[src/design/ocgm_pkg.sv]
// shared types and constants of the ook carrier gate modulator
package ocgm_pkg;

  localparam int unsigned MaxSps   = 64;
  localparam int unsigned CntW     = $clog2(MaxSps);
  localparam int unsigned SpsW     = 7;
  localparam int unsigned AmpW     = 15;
  localparam int unsigned StepW    = 32;
  localparam int unsigned TabW     = 16;
  localparam int unsigned CfgIdxW  = 2;
  localparam int unsigned CfgDataW = 32;
  localparam int unsigned QDepth   = 4;
  localparam int unsigned QPtrW    = $clog2(QDepth);

  localparam logic [AmpW-1:0] AmpReset = 15'd32767;
  localparam logic [SpsW-1:0] SpsReset = 7'd16;

  typedef enum logic [CfgIdxW-1:0] {
    CFG_PHASE_STEP = 2'd0,
    CFG_AMPLITUDE  = 2'd1,
    CFG_SPS        = 2'd2
  } cfg_reg_e;

  typedef struct packed {
    logic                valid;
    logic [CfgIdxW-1:0]  index;
    logic [CfgDataW-1:0] data;
  } cfg_wr_t;

  typedef struct packed {
    logic valid;
    logic data_bit;
  } queue_out_t;

endpackage

[src/design/ocgm_front.sv]
// input side: accepts bits and holds them in a short queue for the sample generator
module ocgm_front (
  input  logic                clk_i,
  input  logic                rst_ni,
  input  logic                in_valid_i,
  output logic                in_stall_o,
  input  logic                data_bit_i,
  input  logic                pop_i,
  output ocgm_pkg::queue_out_t head_o
);
  import ocgm_pkg::*;

  logic             mem_q [QDepth];
  logic [QPtrW-1:0] wr_ptr_q, wr_ptr_d;
  logic [QPtrW-1:0] rd_ptr_q, rd_ptr_d;
  logic [QPtrW:0]   count_q, count_d;
  logic             push;
  logic             pop;

  assign in_stall_o = (count_q == (QPtrW+1)'(QDepth));
  assign push       = in_valid_i && !in_stall_o;
  assign pop        = pop_i && (count_q != '0);

  assign head_o.valid    = (count_q != '0);
  assign head_o.data_bit = mem_q[rd_ptr_q];

  always_comb begin
    wr_ptr_d = push ? wr_ptr_q + 1'b1 : wr_ptr_q;
    rd_ptr_d = pop ? rd_ptr_q + 1'b1 : rd_ptr_q;
    count_d  = count_q;
    if (push && !pop) begin
      count_d = count_q + 1'b1;
    end else if (pop && !push) begin
      count_d = count_q - 1'b1;
    end
  end

  always_ff @(posedge clk_i or negedge rst_ni) begin
    if (!rst_ni) begin
      wr_ptr_q <= '0;
      rd_ptr_q <= '0;
      count_q  <= '0;
    end else begin
      wr_ptr_q <= wr_ptr_d;
      rd_ptr_q <= rd_ptr_d;
      count_q  <= count_d;
    end
  end

  always_ff @(posedge clk_i) begin
    if (push) begin
      mem_q[wr_ptr_q] <= data_bit_i;
    end
  end

endmodule

[src/design/ocgm_back.sv]
// sample side: config registers, symbol sequencer, phase accumulator and sine pipeline
module ocgm_back #(
  parameter int unsigned PHASE_BITS       = 32,
  parameter int unsigned SINE_TABLE_DEPTH = 256,
  parameter int unsigned SAMPLE_BITS      = 16
) (
  input  logic                   clk_i,
  input  logic                   rst_ni,
  input  ocgm_pkg::cfg_wr_t      cfg_i,
  input  ocgm_pkg::queue_out_t   head_i,
  output logic                   pop_o,
  output logic                   out_valid_o,
  input  logic                   out_stall_i,
  output logic [SAMPLE_BITS-1:0] sample_o,
  output logic                   last_of_symbol_o
);
  import ocgm_pkg::*;

  localparam int unsigned LgDepth = $clog2(SINE_TABLE_DEPTH);
  localparam int unsigned DepthX2 = 2 * SINE_TABLE_DEPTH;
  localparam int unsigned Shift   = 31 - SAMPLE_BITS;
  localparam int unsigned ProdW   = AmpW + TabW;

  function automatic logic [TabW-1:0] sine_entry(int unsigned i);
    longint unsigned x;
    longint unsigned x2;
    longint unsigned term;
    longint unsigned sum;
    x    = (64'd1686629713 * longint'(2 * i + 1)) / DepthX2;
    x2   = (x * x) >> 30;
    term = x;
    sum  = x;
    term = ((term * x2) >> 30) / 64'd6;   sum = sum - term;
    term = ((term * x2) >> 30) / 64'd20;  sum = sum + term;
    term = ((term * x2) >> 30) / 64'd42;  sum = sum - term;
    term = ((term * x2) >> 30) / 64'd72;  sum = sum + term;
    term = ((term * x2) >> 30) / 64'd110; sum = sum - term;
    term = ((term * x2) >> 30) / 64'd156; sum = sum + term;
    term = ((term * x2) >> 30) / 64'd210; sum = sum - term;
    term = ((term * x2) >> 30) / 64'd272; sum = sum + term;
    term = ((term * x2) >> 30) / 64'd342; sum = sum - term;
    term = ((term * x2) >> 30) / 64'd420; sum = sum + term;
    return TabW'((64'd32767 * sum + (64'd1 << 29)) >> 30);
  endfunction

  logic [TabW-1:0] sine_tab [SINE_TABLE_DEPTH];

  for (genvar g = 0; g < SINE_TABLE_DEPTH; g++) begin : g_tab
    assign sine_tab[g] = sine_entry(g);
  end

  // configuration registers
  logic [StepW-1:0] step_q;
  logic [AmpW-1:0]  amp_q;
  logic [SpsW-1:0]  sps_q;

  always_ff @(posedge clk_i or negedge rst_ni) begin
    if (!rst_ni) begin
      step_q <= '0;
      amp_q  <= AmpReset;
      sps_q  <= SpsReset;
    end else if (cfg_i.valid) begin
      case (cfg_reg_e'(cfg_i.index))
        CFG_PHASE_STEP: step_q <= cfg_i.data[StepW-1:0];
        CFG_AMPLITUDE:  amp_q  <= cfg_i.data[AmpW-1:0];
        CFG_SPS:        sps_q  <= cfg_i.data[SpsW-1:0];
        default: ;
      endcase
    end
  end

  // symbol sequencer
  logic                  en;
  logic                  issue;
  logic                  last;
  logic [CntW-1:0]       n_m1;
  logic [CntW-1:0]       cnt_q, cnt_d;
  logic [PHASE_BITS-1:0] phase_q, phase_d;
  logic [1:0]            quad;
  logic [LgDepth-1:0]    idx;

  logic                  out_vld_q;

  assign en    = !out_vld_q || !out_stall_i;
  assign issue = head_i.valid && en;
  assign last  = (cnt_q == n_m1);
  assign pop_o = issue && last;

  always_comb begin
    if (sps_q == '0) begin
      n_m1 = '0;
    end else if (sps_q > SpsW'(MaxSps)) begin
      n_m1 = CntW'(MaxSps - 1);
    end else begin
      n_m1 = CntW'(sps_q - 1'b1);
    end
    cnt_d   = cnt_q;
    phase_d = phase_q;
    if (issue) begin
      cnt_d   = last ? '0 : cnt_q + 1'b1;
      phase_d = phase_q + PHASE_BITS'(step_q);
    end
  end

  assign quad = phase_q[PHASE_BITS-1 -: 2];
  assign idx  = phase_q[PHASE_BITS-3 -: LgDepth];

  always_ff @(posedge clk_i or negedge rst_ni) begin
    if (!rst_ni) begin
      cnt_q   <= '0;
      phase_q <= '0;
    end else begin
      cnt_q   <= cnt_d;
      phase_q <= phase_d;
    end
  end

  // sine pipeline
  logic                     s1_vld_q, s2_vld_q, s3_vld_q;
  logic                     s1_on_q;
  logic                     s1_neg_q, s2_neg_q, s3_neg_q;
  logic                     s1_last_q, s2_last_q, s3_last_q;
  logic [LgDepth-1:0]       s1_idx_q;
  logic [TabW-1:0]          s2_tab_q;
  logic [ProdW-1:0]         s3_prod_q;
  logic [ProdW:0]           rnd_sum;
  logic [SAMPLE_BITS-1:0]   mag;
  logic [SAMPLE_BITS-1:0]   sample_q;
  logic                     last_q;

  assign rnd_sum = {1'b0, s3_prod_q} + ((ProdW+1)'(1) << (Shift - 1));
  assign mag     = SAMPLE_BITS'(rnd_sum >> Shift);

  always_ff @(posedge clk_i or negedge rst_ni) begin
    if (!rst_ni) begin
      s1_vld_q  <= 1'b0;
      s2_vld_q  <= 1'b0;
      s3_vld_q  <= 1'b0;
      out_vld_q <= 1'b0;
    end else if (en) begin
      s1_vld_q  <= issue;
      s2_vld_q  <= s1_vld_q;
      s3_vld_q  <= s2_vld_q;
      out_vld_q <= s3_vld_q;
    end
  end

  always_ff @(posedge clk_i) begin
    if (en) begin
      s1_on_q   <= head_i.data_bit;
      s1_neg_q  <= quad[1];
      s1_idx_q  <= quad[0] ? ~idx : idx;
      s1_last_q <= last;
      s2_tab_q  <= s1_on_q ? sine_tab[s1_idx_q] : '0;
      s2_neg_q  <= s1_neg_q;
      s2_last_q <= s1_last_q;
      s3_prod_q <= ProdW'(amp_q) * ProdW'(s2_tab_q);
      s3_neg_q  <= s2_neg_q;
      s3_last_q <= s2_last_q;
      sample_q  <= s3_neg_q ? (~mag + 1'b1) : mag;
      last_q    <= s3_last_q;
    end
  end

  assign out_valid_o      = out_vld_q;
  assign sample_o         = sample_q;
  assign last_of_symbol_o = last_q;

endmodule

[src/design/ook_carrier_gate_modulator_core.sv]
// top level of the ook carrier gate modulator
//
//   channel  direction  handshake                 payload
//   in       input      in_valid_i / in_stall_o   data_bit_i
//   out      output     out_valid_o / out_stall_i sample_o, last_of_symbol_o
//   cfg      input      cfg_valid_i / cfg_ready_o cfg_index_i, cfg_data_i
//
// one sample per cycle while not stalled; a bit gives as many samples as the symbol length
// (1 to 64), counted by the sequencer's sample counter; new bits queue up while a symbol plays
// a bit at the queue head passes s1, s2, s3 and the output register before its first sample
// reset clears queue, counters, phase; presets config; sine table: constant logic, no sweep
// out_stall_i with a valid output freezes the pipeline; the four-bit queue still fills
module ook_carrier_gate_modulator_core #(
  parameter int unsigned PHASE_BITS       = 32,
  parameter int unsigned SINE_TABLE_DEPTH = 256,
  parameter int unsigned SAMPLE_BITS      = 16
) (
  input  logic                            clk_i,
  input  logic                            rst_ni,
  input  logic                            in_valid_i,
  output logic                            in_stall_o,
  input  logic                            data_bit_i,
  output logic                            out_valid_o,
  input  logic                            out_stall_i,
  output logic signed [SAMPLE_BITS-1:0]   sample_o,
  output logic                            last_of_symbol_o,
  input  logic                            cfg_valid_i,
  output logic                            cfg_ready_o,
  input  logic [ocgm_pkg::CfgIdxW-1:0]    cfg_index_i,
  input  logic [ocgm_pkg::CfgDataW-1:0]   cfg_data_i
);
  import ocgm_pkg::*;

  cfg_wr_t                cfg_wr;
  queue_out_t             head;
  logic                   pop;
  logic [SAMPLE_BITS-1:0] sample;

  assign cfg_ready_o  = 1'b1;
  assign cfg_wr.valid = cfg_valid_i && cfg_ready_o;
  assign cfg_wr.index = cfg_index_i;
  assign cfg_wr.data  = cfg_data_i;

  ocgm_front u_front (
    .clk_i      (clk_i),
    .rst_ni     (rst_ni),
    .in_valid_i (in_valid_i),
    .in_stall_o (in_stall_o),
    .data_bit_i (data_bit_i),
    .pop_i      (pop),
    .head_o     (head)
  );

  ocgm_back #(
    .PHASE_BITS       (PHASE_BITS),
    .SINE_TABLE_DEPTH (SINE_TABLE_DEPTH),
    .SAMPLE_BITS      (SAMPLE_BITS)
  ) u_back (
    .clk_i            (clk_i),
    .rst_ni           (rst_ni),
    .cfg_i            (cfg_wr),
    .head_i           (head),
    .pop_o            (pop),
    .out_valid_o      (out_valid_o),
    .out_stall_i      (out_stall_i),
    .sample_o         (sample),
    .last_of_symbol_o (last_of_symbol_o)
  );

  assign sample_o = $signed(sample);

endmodule

[config.mk]
export PLATFORM = sky130hd
export DESIGN_NAME = ook_carrier_gate_modulator_core
export DESIGN_NICKNAME = d
export VERILOG_FILES = /design/src/design/ocgm_pkg.sv /design/src/design/ocgm_front.sv /design/src/design/ocgm_back.sv /design/src/design/ook_carrier_gate_modulator_core.sv
export SDC_FILE = /design/constraint.sdc
export NUM_CORES = 1
export LEC_CHECK = 0
export BUFFER_PORTS_ARGS = -buffer_cell sky130_fd_sc_hd__buf_2
export CORE_UTILIZATION = 40
export DETAILED_ROUTE_END_ITERATION = 8
export SLEW_MARGIN = 25
export SYNTH_ARGS = -nofsm -noshare
export SYNTH_HDL_FRONTEND = slang
export SYNTH_SLANG_ARGS = --single-unit
[constraint.sdc]
create_clock -name clk_i -period 7.5 [get_ports clk_i]
set_input_delay 2.25 -clock clk_i [delete_from_list [all_inputs] [get_ports clk_i]]
set_output_delay 2.25 -clock clk_i [all_outputs]
set_load 0.005 [all_outputs]
Word level (Yosys, flattened, before mapping)
Memory sizes are Yosys's and may differ from the RTL's. A register that Yosys moved wholly into a read port is not among the register bits. Cells that the tools add are included.

Mux-type cells: 9. Bitwise operators: 3. $add $sub $neg: 9. Order comparisons: 1. Multipliers: 1. Eq/ne operators: 4. Reductions and logical operators: 20.

Operator list (number): $add 32x32->32 (1); $add 31x15->31 const B (1); $mul 15x16->31 (1); $mux 6 (3); $add 16x1->16 const B (1); $mux 16 (1); $not 16->16 (1); $not 8->9 (1); $mux 8 (1); $not 8->8 (1); $gt 7x7->1 const B (1); $logic_not 7->1 (1); $add 6x1->6 const B (1); $eq 6x6->1 (1); $logic_and 1x1->1 (6); $logic_not 1->1 (6); $mux 3 (2); $reduce_and 2->1 (3); $sub 6x1->6 const B (1); $add 2x1->2 const B (2); $add 3x1->3 const B (1); $eq 3x3->1 const B (1); $reduce_bool 3->1 (1); $sub 3x1->3 const B (1); other kinds (6) (7).

Memories: 2. Bits in writable memories: 4. Memory bits (read-only): 4096. Register bits after elaboration: 165.

Memory list: (name not given) (depth 256, bits a word 16, read ports 1, clocked after Yosys merged registers in 1, wr ports 0, line ocgm_back.sv:154) `s2_tab_q <= s1_on_q ? sine_tab[s1_idx_q] : '0;`; u_front.mem_q (depth 4, bits a word 1, read ports 1, clocked after Yosys merged registers in 1, wr ports 1, line ocgm_front.sv:13) `logic mem_q [QDepth];`.

Longest topological paths before layout
Gate-level depths: netlist of run 1.

Word-level depth: 9. Depth in mapped cells: 24. Depth with buffers taken out: 23.

Cells and area by module
A second synthesis of run 1 with hierarchy kept.

Cell total of the unflattened synthesis: 2298. Area, all modules: 20126.8 sq um.

By module, submodules not included: ocgm_back (times used 1, cells each 2256, area an instance 19532.5 sq um); ocgm_front (times used 1, cells each 40, area an instance 583.1 sq um); ook_carrier_gate_modulator_core (times used 1, cells each 2, area an instance 11.3 sq um).

Worst setup path before layout of run 1
OpenSTA, ideal clock, no wires.

Path kind: register to register. From: register u_back.s2_tab_q[11]. To: register u_back.s3_prod_q[24], data pin. Period minus slack after synthesis: 6.206 ns. Cell stages (with the launch flop): 23. Data arrival time: 5.948 ns. Setup slack: 1.294 ns. Path through: edfxtp_1 -> clkbuf_1 -> and2_1 -> fa_1 -> inv_1 -> fa_1 -> inv_1 -> fa_1 -> fa_1 -> fa_1 -> inv_1 -> fa_1 -> inv_1 -> ha_1 -> a21o_1 -> a21o_1 -> a221o_1 -> o21ai_2 -> a31oi_2 -> o41a_1 -> a21o_1 -> a21oi_2 -> xnor2_1.

Longest elaborated chain between the ends: 1.

RTL lines: start: declaration (line ocgm_back.sv:124) `logic [TabW-1:0] s2_tab_q;`; $mul 15x16->31 (line ocgm_back.sv:157) `s3_prod_q <= ProdW'(amp_q) * ProdW'(s2_tab_q);`; end signal: assignment (line ocgm_back.sv:157); end: declaration (line ocgm_back.sv:125) `logic [ProdW-1:0] s3_prod_q;`.

No other way between the ends. A chain may end at the register's enable or synchronous reset.

Worst setup path after layout of run 1
From: register u_back.s2_tab_q[10]. To: register u_back.s3_prod_q[24], data pin.

Same word-level chain as after synthesis.

==> summary.md, run 1 <==
| Metric | Value |
|---|---|
| Status | `complete, no violations` |
| H-tree lvl count | `4` |
| Top cell type's share of synthesized area | `0.169` |
| Post-CTS Hold Buffers | `0` |
| Hold path depth | `0` |
| Setup Fix Bufs, Post-CTS | `0` |
| Total grt overflow | `0` |
| Fill cells | `4853` |
| Rows | `81` |
| Critical path endpoint category | `register` |
| GR Util met2 | `0.377` |
| Max Cap Violations | `0` |
| Tightest Pin Transition | `1.13 ns` |
| Clk slew on worst S/H paths | `0.07 ns` |
| Most frequent cells in the layout | `nand2_1, inv_1, fa_1` |
| Drc violations | `0` |
| Synth area leaders | `fa_1, dfrtp_1, edfxtp_1, ha_1, nand2_1` |
| Fin nets | `2604` |
| Die Wd | `226 um` |
| R2R Setup Slk | `0.87 ns` |
| Synth unique cells | `83` |
| Hold WC Path Type | `register to register` |
| R2R cell count | `21` |
| R2r endpoint | `u_back.s3_prod_q[24]$_DFFE_PN_` |
| Worst skew pair latency | `0.46 ns` |
| Async SR Flop Fraction | `0.602` |
| CP Data Required Time | `7.69 ns` |
| Area leader, netlist | `fa_1` |
| Worst Path Arrival | `6.82 ns` |
| Starting DRT DRC Count | `1741` |
| Die height | `226 um` |
| Clk root buf | `clkbuf_16` |
| EDFF count, synth | `68` |
| DR vias | `16900` |
| Initial Utilization | `0.408` |
| Core area | `49200 um^2` |
| Hold_sp | `u_back.s3_last_q$_DFFE_PN_` |
| RSZ-0062 raised after global routing | `false` |
| Die area | `51000 um^2` |
| First drt pass iteration count | `5` |
| CTS tree | `built` |
| Overall routing resource usage | `0.236` |
| Final setup vio count | `0` |
| Initial antenna violation count | `0` |
| Cells after Synth | `2288` |
| Gpl congestion | `0.985` |
| CTS buffer count | `17` |
| Vias in the first global route | `16800` |
| M1 GR Usage | `0.318` |
| Top achievable clock speed | `151 MHz` |
| Avg Inst Size Synth | `8.76 um^2` |
| Setup TNS | `0 ns` |
| Crit path launch type | `register` |
| First-pass GRT wire length | `93.7 mm` |
| ANT nets after route | `0` |
| Resize count post-CTS | `0` |
| Ys Warns | `0` |
| Tmin final | `6.63 ns` |
| #FFs+latches synth | `171` |
| Fraction of layout cells with a size suffix above 1 | `0.102` |
| Commonest non-fill, non-tap cell in the layout | `nand2_1` |
| Clock Skew | `0.0247 ns` |
| CTS sink count | `171` |
| Layout Area Growth over Synthesis | `6.98%` |
| Rel. slew slack | `0.249` |
| Vias per cell | `5.80` |
| Synth Flop Type | `dfrtp_1` |
| GR Util met3 | `0.0354` |
| Hold Path End | `u_back.last_of_symbol_o$_DFFE_PN_` |
| Final wirelength | `58.6 mm` |
| DP HPWL | `43.4 mm` |
| Cell Area, Synth | `20000 um^2` |
| Worst Path Max Fanout | `15` |
| Max Slew Vio Count | `0` |
| Largest net degree at the start of global routing | `173` |
| Boundary pin count | `60` |
| Crit Path Category | `register to register` |
| Number of port buffers | `58` |
| Fin crit share | `0.884` |
| GR peak layer | `met2` |
| Final hold violations | `0` |
| DR WL/cell | `20.1 um` |
| Post-synthesis sequential area ratio | `0.231` |
| Mapped Nets | `2649` |
| R2r startpoint | `u_back.s2_tab_q[10]$_SDFFCE_PN0N_` |
| Clk buf depth | `2` |
worst max path at each step:
stage | slack, ns | from | endpoint
5_1_grt | 0.58 | u_back.s2_tab_q[10]$_SDFFCE_PN0N_ | u_back.s3_prod_q[24]$_DFFE_PN_
2_1_floorplan | 1.29 | u_back.s2_tab_q[11]$_SDFFCE_PN0N_ | u_back.s3_prod_q[24]$_DFFE_PN_
3_5_place_dp | 0.87 | u_back.s2_tab_q[10]$_SDFFCE_PN0N_ | u_back.s3_prod_q[24]$_DFFE_PN_
3_3_place_gp | 0.94 | u_back.s2_tab_q[11]$_SDFFCE_PN0N_ | u_back.s3_prod_q[24]$_DFFE_PN_
4_1_cts | 0.86 | u_back.s2_tab_q[10]$_SDFFCE_PN0N_ | u_back.s3_prod_q[24]$_DFFE_PN_
6_report | 0.87 | u_back.s2_tab_q[10]$_SDFFCE_PN0N_ | u_back.s3_prod_q[24]$_DFFE_PN_
cells in the mapped netlist, types with 15 or more instances:
library cell,n
a21o_1,32
a211oi_1,33
nand3_1,53
fa_1,169
nand2_1,271
clkbuf_1,117
a31oi_1,32
o21ai_1,16
nor3_1,40
nor2_1,119
nor2b_1,16
o21ai_0,132
a21oi_1,123
o31ai_1,20
inv_1,217
dfrtp_1,87
buf_1,18
and2_1,145
a311oi_1,15
ha_1,152
xor2_1,43
edfxtp_1,68
nand2b_1,17
o211ai_1,27
mux2_2,61
dfstp_2,16
xnor2_1,45
per-stage QoR:
stage	instances	cell area, um^2	hold WS (ns)	worst slack [ns]	util
CTS	2920	21400	0.423	0.855	0.436
global route	2920	21400	0.436	0.581	0.436
global placement	2888	20800	0.408	0.945	0.424
detailed placement	2888	20800	0.405	0.872	0.424
floorplan	2288	20000	0.400	1.29	-
finish	2921	21400	0.428	0.869	0.436
sequential cells by signal, indices dropped and copies added, names as in the netlist, 2 cells and up:
register	count
u_front.wr_ptr_q	2
u_back.s1_idx_q	8
u_front.mem_q	4
u_back.s2_tab_q	15
u_back.sample_o	16
u_back.s3_prod_q	17
u_back.cnt_q	6
u_back.sps_q	7
u_front.rd_ptr_q	2
u_back.step_q	32
u_back.phase_q	32
u_front.count_q	3
u_back.amp_q	15
worst max-delay path, stage by stage (launching register included):
cell and delay, ns:
edfxtp_1 0.61, and2_1 0.27, fa_1 0.55, inv_1 0.06, fa_1 0.53, inv_1 0.05
fa_1 0.49, inv_1 0.05, fa_1 0.53, inv_1 0.05, fa_1 0.45, fa_1 0.39
ha_1 0.32, a21o_1 0.16, a21o_1 0.18, a221o_1 0.39, o21ai_2 0.24, a31oi_2 0.19
o41a_1 0.40, a21o_1 0.23, a21oi_2 0.15, xnor2_1 0.07
cell families after synthesis:
| group | after synthesis | share of synthesized area |
|---|---|---|
| multiplexers | 77 | 0.0479 |
| AND/OR/NAND/NOR | 728 | 0.176 |
| XOR/XNOR | 90 | 0.0401 |
| adder cells (fa/ha/maj) | 323 | 0.265 |
| other | 1 | 0.000187 |
| flip-flops | 171 | 0.231 |
| buffers and inverters | 367 | 0.0697 |
| AO/OA/AOI/OAI | 531 | 0.170 |
final cells by class:
| cell class | instances | area [um^2] | share of cell area |
|---|---|---|---|
| multi-input combinational | 1750 | 14000 | 0.654 |
| sequential | 171 | 4640 | 0.216 |
| tap | 664 | 831 | 0.0387 |
| inverter | 220 | 826 | 0.0385 |
| timing repair buffer | 83 | 505 | 0.0236 |
| clock buffer | 19 | 454 | 0.0212 |
| clock inverter | 13 | 151 | 0.00706 |
| antenna | 1 | 2.50 | 0.000117 |
routing by layer:
metal / wire (um) / part of all wire / vias up
li1: - / - / 7774
met1: 25200 / 0.43 / 8312
met2: 27400 / 0.47 / 708
met3: 3880 / 0.066 / 147
met4: 2110 / 0.036 / 0
met5: 0 / 0 / -
Power of run 1 is not shown: default switching activity piles up to over one toggle a cycle in this logic, so the estimate is an artifact.
==> inputs of run 2 (changes only) <==
REMOVE_ABC_BUFFERS = 1   (was default)
TNS_END_PERCENT = 20   (was default)
clock period = 6.8 ns   (was 7.5 ns; I/O delays follow)
==> run 2 against run 1 <==
  * Via count shrank 0.10%
  * Critical path depth is the same
  * Sequential cell count is the same
  * Non-clock buffer count grew 17
  * Sequential share of layout area shrank 0.11 points
  * Hold slack gained 0.0019 ns
  * Worst setup slack lost 0.56 ns
  * Critical endpoint unchanged
  * Clock-buffer cell count shrank 2
  * Cell count grew 0.58%
==> summary.md, run 2 (same netlist as run 1, synthesis figures left out) <==
| Metric | Value |
|---|---|
| Tmin final | `6.49 ns (-0.145 ns)` |
| DR vias | `16900 (-0.10%)` |
| Number of port buffers | `58 (unchanged)` |
| Setup Fix Bufs, Post-CTS | `0 (unchanged)` |
| Fraction of layout cells with a size suffix above 1 | `0.109 (+0.00671)` |
| Fin crit share | `0.954 (+0.0697)` |
| Core area | `49200 um^2 (unchanged)` |
| Critical path endpoint category | `register` |
| CTS buffer count | `17 (unchanged)` |
| Die height | `226 um (unchanged)` |
| Largest net degree at the start of global routing | `172 (-0.58%)` |
| CP Data Required Time | `6.99 ns (-0.70 ns)` |
| Rel. slew slack | `0.354 (+0.105)` |
| Drc violations | `0 (unchanged)` |
| Hold_sp | `u_back.s1_last_q$_DFFE_PN_` |
| Post-CTS Hold Buffers | `0 (unchanged)` |
| R2R Setup Slk | `0.31 ns (-0.56 ns)` |
| Overall routing resource usage | `0.233 (-0.00264)` |
| Vias in the first global route | `16900 (+0.32%)` |
| DP HPWL | `44.2 mm (+1.8%)` |
| Hold WC Path Type | `register to register` |
| Clk slew on worst S/H paths | `0.07 ns (about the same)` |
| Rows | `81 (unchanged)` |
| Initial antenna violation count | `3 (+3)` |
| Vias per cell | `5.76 (-0.68%)` |
| Tightest Pin Transition | `0.969 ns (-0.157 ns)` |
| Die area | `51000 um^2 (unchanged)` |
| Worst Path Max Fanout | `16 (+1)` |
| Crit path from | `u_back.amp_q[4]$_DFFE_PN1P_` |
| First-pass GRT wire length | `92.7 mm (-1.0%)` |
| DR WL/cell | `19.9 um (-0.69%)` |
| RSZ-0062 raised after global routing | `false` |
| Gpl congestion | `1.00 (+1.8%)` |
| Crit Path Category | `register to register` |
| Die Wd | `226 um (unchanged)` |
| CTS sink count | `171 (unchanged)` |
| Max Slew Vio Count | `0 (unchanged)` |
| Worst Path Arrival | `6.68 ns (-0.14 ns)` |
| H-tree lvl count | `4 (unchanged)` |
| Max Cap Violations | `0 (unchanged)` |
| Resize count post-CTS | `0 (unchanged)` |
| Top achievable clock speed | `154 MHz (+2.2%)` |
| Clk root buf | `clkbuf_16` |
| Total grt overflow | `0 (unchanged)` |
| Final setup vio count | `0 (unchanged)` |
| Most frequent cells in the layout | `nand2_1, inv_1, fa_1` |
| Worst skew pair latency | `0.45 ns (about the same)` |
| ANT nets after route | `0 (unchanged)` |
| Crit path launch type | `register` |
| Boundary pin count | `60 (unchanged)` |
| Final hold violations | `0 (unchanged)` |
| Fin nets | `2621 (+0.65%)` |
| Layout Area Growth over Synthesis | `7.55%` |
| Starting DRT DRC Count | `1650 (-5.2%)` |
| First drt pass iteration count | `6 (+1)` |
| R2r startpoint | `u_back.amp_q[4]$_DFFE_PN1P_` |
| Status | `complete, no violations` |
| Commonest non-fill, non-tap cell in the layout | `nand2_1` |
| Setup TNS | `0 ns (unchanged)` |
| Clock Skew | `0.0139 ns (-0.0107 ns)` |
| CTS tree | `built` |
| Clk buf depth | `2 (unchanged)` |
| Final wirelength | `58.5 mm (-0.11%)` |
| Biggest registers after layout | `u_back.phase_q: 32 flops, u_back.step_q: 32 flops, u_back.s3_prod_q: 17 flops` |
| Initial Utilization | `0.408 (unchanged)` |
[run 2: metrics by stage]
step / setup slack (ns) / hold WS [ns] / util / instances / area, um^2
6_report: 0.313 / 0.429 / 0.439 / 2938 / 21600
3_3_place_gp: 0.417 / 0.404 / 0.426 / 2904 / 20900
3_5_place_dp: 0.298 / 0.412 / 0.426 / 2904 / 20900
2_1_floorplan: 0.102 / 0.400 / - / 2141 / 19500
5_1_grt: 0.0667 / 0.436 / 0.439 / 2937 / 21600
4_1_cts: 0.268 / 0.428 / 0.438 / 2936 / 21500
[run 2: area by class of cell]
class	instances	area, um^2
well taps	664	831
clock inverters	15	175
fillers	4808	27600
clock buffers	17	425
diodes	1	2.50
flip-flops and latches	171	4640
multi-input cells	1750	14000
inverters	220	826
repair buffers	100	624
[run 2: final timing paths]
path                                                  end  cells after the start
max                        u_back.s3_prod_q[24]$_DFFE_PN_                     21
min                            u_back.s2_last_q$_DFFE_PN_                      0
max reg2reg                u_back.s3_prod_q[24]$_DFFE_PN_                     21
min reg2reg                    u_back.s2_last_q$_DFFE_PN_                      0
max in group asynchronous     u_back.cnt_q[0]$_DFFE_PN0P_                      2
min in group asynchronous     u_back.sps_q[3]$_DFFE_PN0P_                      1
[run 2: layer usage]
metal	vias up	track usage	wire length, um
met5	-	0	0
met4	0	0.114	2640
met3	158	0.0428	3690
met2	654	0.374	26900
met1	8297	0.303	25300
li1	7815	-	-
[run 2: critical path, cell delays in order (launching register included)]
cell,delay [ns]
dfstp_2,0.70
and2_1,0.20
fa_1,0.44
inv_1,0.08
fa_1,0.41
inv_1,0.09
fa_1,0.46
fa_1,0.52
fa_1,0.49
inv_1,0.05
fa_1,0.48
inv_1,0.05
ha_1,0.28
a21o_1,0.16
a21o_1,0.18
a221o_1,0.38
o21ai_2,0.22
a31oi_2,0.18
o41a_1,0.40
a21o_1,0.23
a21oi_2,0.15
xnor2_1,0.08
Power of run 2 is left out for the same reason.
